$ cat src/hw/rtl/assoc_list_key_value_table_assert.svh
// assertion macros shared by the table rtl
`ifndef ASSOC_LIST_KEY_VALUE_TABLE_ASSERT_SVH
`define ASSOC_LIST_KEY_VALUE_TABLE_ASSERT_SVH

// property checked at every clock edge outside reset
`define ALKV_ASSERT(label, prop, msg) \
    label: assert property (@(posedge clk) disable iff (!rst_n) (prop)) \
        else $error(msg);

// property checked at every clock edge, reset included
`define ALKV_ASSERT_ALWAYS(label, prop, msg) \
    label: assert property (@(posedge clk) (prop)) else $error(msg);

`endif

$ cat src/hw/rtl/alkv_pkg.sv
package alkv_pkg;

    typedef enum logic [1:0] {
        OP_GET    = 2'd0,
        OP_INSERT = 2'd1,
        OP_POP    = 2'd2
    } op_t;

    // per-cycle commands broadcast along the row of cells
    typedef struct packed {
        logic capture;
        logic write_new;
        logic update;
        logic shift;
    } cell_ctrl_t;

endpackage

$ cat src/hw/rtl/alkv_cell.sv
module alkv_cell #(
    parameter int KEY_WIDTH   = 32,
    parameter int VALUE_WIDTH = 32,
    parameter int CW          = 5,
    parameter int IDX         = 0
) (
    input  logic                   clk,
    input  alkv_pkg::cell_ctrl_t   ctrl,
    input  logic [CW-1:0]          count,
    input  logic [KEY_WIDTH-1:0]   key_in,
    input  logic [KEY_WIDTH-1:0]   key_op,
    input  logic [VALUE_WIDTH-1:0] value_op,
    input  logic [KEY_WIDTH-1:0]   next_key,
    input  logic [VALUE_WIDTH-1:0] next_value,
    input  logic                   hit_in,
    input  logic [VALUE_WIDTH-1:0] data_in,
    output logic [KEY_WIDTH-1:0]   key_q,
    output logic [VALUE_WIDTH-1:0] value_q,
    output logic                   hit_out,
    output logic [VALUE_WIDTH-1:0] data_out,
    output logic                   match
);
    import alkv_pkg::*;

    logic [KEY_WIDTH-1:0]   key_reg;
    logic [KEY_WIDTH-1:0]   key_next;
    logic [VALUE_WIDTH-1:0] value_reg;
    logic [VALUE_WIDTH-1:0] value_next;
    logic                   match_reg;
    logic                   match_next;
    logic                   valid;

    assign valid = CW'(IDX) < count;

    always_comb
    begin
        match_next = match_reg;
        key_next   = key_reg;
        value_next = value_reg;
        if (ctrl.capture)
        begin
            match_next = valid && (key_in == key_reg);
        end
        if (ctrl.write_new && (count == CW'(IDX)))
        begin
            key_next   = key_op;
            value_next = value_op;
        end
        else if (ctrl.update && match_reg)
        begin
            value_next = value_op;
        end
        // at and above the removed pair, take the upper neighbor's entry
        else if (ctrl.shift && (hit_in || match_reg) && (CW'(IDX + 1) < count))
        begin
            key_next   = next_key;
            value_next = next_value;
        end
    end

    always_ff @(posedge clk)
    begin
        match_reg <= match_next;
        key_reg   <= key_next;
        value_reg <= value_next;
    end

    assign key_q    = key_reg;
    assign value_q  = value_reg;
    assign match    = match_reg;
    assign hit_out  = hit_in || match_reg;
    assign data_out = data_in | (match_reg ? value_reg : '0);

endmodule

$ cat src/hw/rtl/assoc_list_key_value_table.sv
// Key/value table of DEPTH pairs held in a row of cells, packed from cell 0 in insertion
// order. An item (op, key_in, value_in) is taken when start is high and busy is low; keys
// are compared in every cell at that edge, busy is high for the next cycle while the row
// is updated, and the result is shown with done high for the cycle after that. The receiver
// cannot stall: a result must be taken in its one cycle. No new item is taken while busy
// is high, during the match/shift pass that each item makes over the row; the hit and read
// data ripple through all cells in that cycle.
// Reset empties the table by clearing the entry count only.
`include "assoc_list_key_value_table_assert.svh"

module assoc_list_key_value_table #(
    parameter int DEPTH       = 16,
    parameter int KEY_WIDTH   = 32,
    parameter int VALUE_WIDTH = 32
) (
    input  logic                           clk,
    input  logic                           rst_n,
    input  logic                           start,
    output logic                           busy,
    input  logic [1:0]                     op,
    input  logic [KEY_WIDTH-1:0]           key_in,
    input  logic [VALUE_WIDTH-1:0]         value_in,
    output logic                           done,
    output logic                           found,
    output logic [VALUE_WIDTH-1:0]         value_out,
    output logic                           rejected,
    output logic [$clog2(DEPTH+1)-1:0]     entry_count
);
    import alkv_pkg::*;

    localparam int CW = $clog2(DEPTH + 1);

    logic                   busy_reg;
    logic                   busy_next;
    logic                   done_reg;
    logic [CW-1:0]          count_reg;
    logic [CW-1:0]          count_next;
    op_t                    op_reg;
    logic [KEY_WIDTH-1:0]   key_reg;
    logic [VALUE_WIDTH-1:0] value_reg;
    logic                   found_reg;
    logic [VALUE_WIDTH-1:0] value_out_reg;
    logic                   rejected_reg;
    logic [VALUE_WIDTH-1:0] value_out_next;
    logic                   rejected_next;

    logic                   accept;
    logic                   hit_any;
    logic                   full;
    cell_ctrl_t             ctrl;

    logic [KEY_WIDTH-1:0]   key_row   [DEPTH];
    logic [VALUE_WIDTH-1:0] value_row [DEPTH];
    logic [DEPTH:0]         hit_chain;
    logic [VALUE_WIDTH-1:0] data_chain [DEPTH+1];
    logic [DEPTH-1:0]       match_vec;

    assign accept  = start && !busy_reg;
    assign hit_any = hit_chain[DEPTH];
    assign full    = count_reg == CW'(DEPTH);

    always_comb
    begin
        ctrl           = '0;
        ctrl.capture   = accept;
        count_next     = count_reg;
        value_out_next = data_chain[DEPTH];
        rejected_next  = 1'b0;
        if (busy_reg)
        begin
            unique case (op_reg)
                OP_INSERT:
                begin
                    ctrl.update    = 1'b1;
                    value_out_next = '0;
                    if (!hit_any)
                    begin
                        if (full)
                        begin
                            rejected_next = 1'b1;
                        end
                        else
                        begin
                            ctrl.write_new = 1'b1;
                            count_next     = count_reg + CW'(1);
                        end
                    end
                end
                OP_POP:
                begin
                    if (hit_any)
                    begin
                        ctrl.shift = 1'b1;
                        count_next = count_reg - CW'(1);
                    end
                end
                default:
                begin
                    // get, and the unused code, leave the table alone
                end
            endcase
        end
    end

    assign busy_next = accept;

    assign hit_chain[0]  = 1'b0;
    assign data_chain[0] = '0;

    for (genvar i = 0; i < DEPTH; i++)
    begin : g_cell
        logic [KEY_WIDTH-1:0]   nk;
        logic [VALUE_WIDTH-1:0] nv;

        if (i == DEPTH - 1)
        begin : g_top
            assign nk = key_row[i];
            assign nv = value_row[i];
        end
        else
        begin : g_mid
            assign nk = key_row[i+1];
            assign nv = value_row[i+1];
        end

        alkv_cell #(
            .KEY_WIDTH   (KEY_WIDTH),
            .VALUE_WIDTH (VALUE_WIDTH),
            .CW          (CW),
            .IDX         (i)
        ) u_cell (
            .clk        (clk),
            .ctrl       (ctrl),
            .count      (count_reg),
            .key_in     (key_in),
            .key_op     (key_reg),
            .value_op   (value_reg),
            .next_key   (nk),
            .next_value (nv),
            .hit_in     (hit_chain[i]),
            .data_in    (data_chain[i]),
            .key_q      (key_row[i]),
            .value_q    (value_row[i]),
            .hit_out    (hit_chain[i+1]),
            .data_out   (data_chain[i+1]),
            .match      (match_vec[i])
        );
    end

    always_ff @(posedge clk or negedge rst_n)
    begin
        if (!rst_n)
        begin
            busy_reg  <= 1'b0;
            done_reg  <= 1'b0;
            count_reg <= '0;
        end
        else
        begin
            busy_reg  <= busy_next;
            done_reg  <= busy_reg;
            count_reg <= count_next;
        end
    end

    always_ff @(posedge clk)
    begin
        if (accept)
        begin
            op_reg    <= op_t'(op);
            key_reg   <= key_in;
            value_reg <= value_in;
        end
        if (busy_reg)
        begin
            found_reg     <= hit_any;
            value_out_reg <= value_out_next;
            rejected_reg  <= rejected_next;
        end
    end

    assign busy        = busy_reg;
    assign done        = done_reg;
    assign found       = found_reg;
    assign value_out   = value_out_reg;
    assign rejected    = rejected_reg;
    assign entry_count = count_reg;

    `ALKV_ASSERT(a_done_after_busy, done |-> $past(busy_reg), "result without an update cycle")
    `ALKV_ASSERT_ALWAYS(a_count_bound, !rst_n || (count_reg <= CW'(DEPTH)),
                        "entry count above depth")
    `ALKV_ASSERT(a_single_match, busy_reg |-> $onehot0(match_vec), "key stored twice")
    `ALKV_ASSERT(a_reject_full, (done && rejected) |-> (!found && count_reg == CW'(DEPTH)),
                 "reject while table not full")
    `ALKV_ASSERT(a_count_idle, !busy_reg |=> (count_reg == $past(count_reg)),
                 "entry count moved outside an update")

endmodule
$ cat config.mk
export PLATFORM = sky130hd
export DESIGN_NAME = assoc_list_key_value_table
export DESIGN_NICKNAME = d
export VERILOG_FILES = /design/src/hw/rtl/alkv_pkg.sv /design/src/hw/rtl/alkv_cell.sv /design/src/hw/rtl/assoc_list_key_value_table.sv
export VERILOG_INCLUDE_DIRS = /design/src /design/src/hw/rtl
export SDC_FILE = /design/constraint.sdc
export NUM_CORES = 2
export LEC_CHECK = 0
export BUFFER_PORTS_ARGS = -buffer_cell sky130_fd_sc_hd__clkbuf_2
export CORE_ASPECT_RATIO = 0.5
export CORE_MARGIN = 1.5
export CORE_UTILIZATION = 65
export CTS_BUF_LIST = sky130_fd_sc_hd__clkbuf_2
export CTS_CLUSTER_SIZE = 14
export DETAILED_ROUTE_END_ITERATION = 12
export PLACE_DENSITY = 0.93
export SLEW_MARGIN = 20
export SYNTH_ARGS = -nofsm -noshare
export SYNTH_HDL_FRONTEND = slang
export SYNTH_SLANG_ARGS = --single-unit
export TNS_END_PERCENT = 100
$ cat constraint.sdc
create_clock -name clk -period 7.5 [get_ports clk]
set_input_delay 0.75 -clock clk [delete_from_list [all_inputs] [get_ports clk]]
set_output_delay 0.75 -clock clk [all_outputs]
set_load 0.1 [all_outputs]
==> parameters.txt <==
Parameter                              Value

CTS
  Post-CTS setup repair buffer count    0
  Total clock buffers created by CTS    between 200 and 250
  Sink count of the clock tree    approximately 1.1k
  Htree depth    4
  Cts repair resizes    0
  Maximum number of buffers from clock root to sink    3
  Insertion delay to the later sink of the worst-skew pair    between 1500 and 2000 ps
  Clock Pin Slew Worst Setup and Hold Paths    between 100 and 150 ps
  Clk Tree Root Cell    sky130_fd_sc_hd__clkbuf_2
  TritonCTS clock tree    built
  Number of buffers inserted by hold repair at cts    between 100 and 150

STA
  Maximum clock frequency    approximately 210 MHz
  Final setup fails    0
  Final hold viol count    0
  Unrepaired setup endpoints after global routing    false
  Relative slew margins    16.6%
  Worst Setup Slack, final    between 2000 and 3000 ps
  Period utilization    between 60 and 70%
  Final worst clock skew    about 97 ps
  Post-Route Setup TNS    0 ps
  Post-layout minimum cycle time    around 4900 ps
  Max-slew violation count    0
  Transition at the pin with the smallest max-transition slack    between 1000 and 1500 ps

Placed design
  Cell Area, Placed    roughly 0.058 mm²
  Number of buffers added on ports    about 110
  Total placed cells including tap cells    between 4k and 5k
  Post-DP HPWL    100000 µm
  Setup WS pre-CTS    roughly 2500 ps
  Routability congestion estimate from global placement    approximately 0.95

Floorplan
  Top-Level Pins    110
  Die footprint    between 0.08 and 0.09 mm²
  # rows    75
  Width of the die    around 420 µm
  Height of the die    roughly 210 µm
  Core region area    0.0846 mm²
  Initial Utilization    between 60% and 70%

Final layout
  Final Non-Filler Cells    ~5.2k
  Multi-input logic area    0.0206 mm²
  Sequential standard cell area    0.0344 mm²
  Post-synthesis to final-layout area growth    8.39%
  Filler cells    5044
  Most frequent cells in the layout    sky130_fd_sc_hd__edfxtp_1, sky130_fd_sc_hd__mux2_2, sky130_fd_sc_hd__clkbuf_2
  Util after Layout    a little under three quarters
  Net total in the final layout    3956
  Most common cell after layout, fill and taps aside    sky130_fd_sc_hd__edfxtp_1
  Final instance area    0.0608 mm²
  Layout cell share with drive strength beyond 1    a little over a third

Status
  Run status    completed

Critical path
  Register-to-register setup slack    ~2600 ps
  Startpoint of the most critical setup path    g_cell[11].u_cell.match$_DFFE_PP_
  Cell depth of the worst setup path    5
  Largest stage delay on the critical path    960 ps
  Critical path endpoint category    register
  Top cell family by delay on the critical path    simple AND/OR/NAND/NOR gates
  Worst Path Required    between 8000 and 9000 ps
  Worst Setup EP    g_cell[4].u_cell.value_q[20]$_DFFE_PP_
  Critical Path Slowest Stage Cell    sky130_fd_sc_hd__nand2b_2
  Critical-path maximum fanout    33
  Crit start category    register
  Data arrival at the endpoint of the critical path    6070 ps
  Bufs and invs on worst path    0
  Capturing point of the worst reg2reg path    g_cell[4].u_cell.value_q[20]$_DFFE_PP_
  Critical path, cell by cell    nor3_1, nand2b_1, nor4_1, a22o_2, nand2b_2
  Number of cells traversed by the worst register-to-register path    5
  Crit Reg-Reg Startpoint    g_cell[11].u_cell.match$_DFFE_PP_
  Critical Setup Path Class    register to register

Route
  DRC violations left    0
  WL per Instance    roughly 31 µm
  Detailed-route wire length    ~160000 µm
  1st-pass router iterations    8
  Total number of vias    37.3k
  Count of nets left with antenna violations after detail routing    0
  Number of violations reported at the end of detailed-routing iteration 0    6587
  Average vias per placed instance    ~7.1

Synthesis
  Sequential cell area fraction in the yosys report    between 60 and 70%
  Area share of the leading cell type in the synthesized netlist    about three fifths
  Share of flip-flops with an asynchronous set or reset    less than 1%
  Post-Synthesis Cells    ~3.7k
  Synth cell types    56
  Netlist area before placement    about 0.056 mm²
  Cell types occupying the most area after synthesis    sky130_fd_sc_hd__edfxtp_1, sky130_fd_sc_hd__mux2_2, sky130_fd_sc_hd__xor2_1
  Largest area contributor in the synthesized netlist    sky130_fd_sc_hd__edfxtp_1
  Count of flip-flops with a built-in enable after synthesis    ~1.1k
  Yosys warning count    0
  Flip-flop cell with the highest count after synthesis    sky130_fd_sc_hd__edfxtp_1
  Net count after synthesis    roughly 3.8k
  Post-synthesis average cell area    around 15 µm²
  Number of synthesized register bits    approximately 1.1k

Global routing
  Total grt overflow    0
  Pin count of the biggest net entering global routing    a little under 50
  Initial antenna violation count    7
  First-pass GRT wire length    242000 µm
  All-Layer GR Usage    37.2%
  Vias in the first global route    ~38k

Power
  Total power per unit cell area    217 mW/mm²
  Peak supply drop    about 0.16 mV
  Leakage power summed over all cells    just over 0.02 µW

Min path
  Hold crit path type    input port to register
  Worst Hold Path Cells    3

Job
  Reported max-cap violation count    0
## area by class of cell
cell class                      instances  share of cell area (%)
Sequential cell                      1147                    56.6
Timing Repair Buffer                  290                    3.56
Clock inverter                         74                   0.657
Antenna cell                            3                  0.0123
Tap cell                             1155                    2.38
Inverter                                6                  0.0370
Clock buffer                          349                    2.87
Multi-Input combinational cell       2199                    33.9
## how the worst min path moves through the flow
stage / from / to / slack [ps]
global route: key_in[9] / key_reg[9]$_DFFE_PP_ / 160
global placement: g_cell[3].u_cell.value_q[30]$_DFFE_PP_ / g_cell[2].u_cell.value_q[30]$_DFFE_PP_ / 540
finish: start / value_reg[2]$_DFFE_PP_ / 210
floorplan: rst_n / busy$_DFF_PN0_ / 450
CTS: start / value_reg[4]$_DFFE_PP_ / 50
detailed placement: g_cell[1].u_cell.value_q[16]$_DFFE_PP_ / g_cell[0].u_cell.value_q[16]$_DFFE_PP_ / 550
## tightest hold or removal path: cells and delay by family
kind	cells	cell delay (ps)
AND/OR/NAND/NOR	1	220
buffers and inverters	2	650
## synth_stat cells, types with 15 or more instances
cell type,number
sky130_fd_sc_hd__a221oi_1,96
sky130_fd_sc_hd__a22o_1,103
sky130_fd_sc_hd__a22oi_1,64
sky130_fd_sc_hd__a31oi_1,34
sky130_fd_sc_hd__and3_1,37
sky130_fd_sc_hd__buf_1,40
sky130_fd_sc_hd__buf_2,53
sky130_fd_sc_hd__clkbuf_1,224
sky130_fd_sc_hd__edfxtp_1,1140
sky130_fd_sc_hd__mux2_2,802
sky130_fd_sc_hd__mux2_4,58
sky130_fd_sc_hd__nand2_1,67
sky130_fd_sc_hd__nand2b_1,17
sky130_fd_sc_hd__nand3_1,31
sky130_fd_sc_hd__nand4_1,57
sky130_fd_sc_hd__nor2_1,24
sky130_fd_sc_hd__nor3_1,15
sky130_fd_sc_hd__nor4_1,102
sky130_fd_sc_hd__o2bb2ai_1,96
sky130_fd_sc_hd__xnor2_1,168
sky130_fd_sc_hd__xor2_1,349
## cell families after synthesis
family                     share of synthesized area, %
AOI/OAI and AO/OA                                  6.30
xor gates and xnor gates                           8.07
adders and majority gates                         0.112
buffers and inverters                              2.41
DFF                                                61.3
muxes                                              17.8
and+or+nand+nor                                    3.96
## through the flow
stage / power (µW) / hold WS, ps
floorplan: 8720 / 454
global placement: 9250 / 538
detailed placement: 9310 / 548
CTS: 13100 / 51.6
global route: 13600 / 160
finish: 13200 / 208
## report_power, final
part           switching, µW  internal (µW)  leakage [µW]
clock                   2520           1380       0.00165
sequential               327           7380        0.0104
combinational           1100            510       0.00865
total                   3940           9270        0.0207
## metal layers
layer | track usage, % | wire, µm
met5 | 0 | 49
met4 | 15.7 | 8040
met3 | 14.7 | 27600
met2 | 55.6 | 71700
met1 | 48.7 | 57000
No activity file was read; power rests on OpenSTA's default activity.
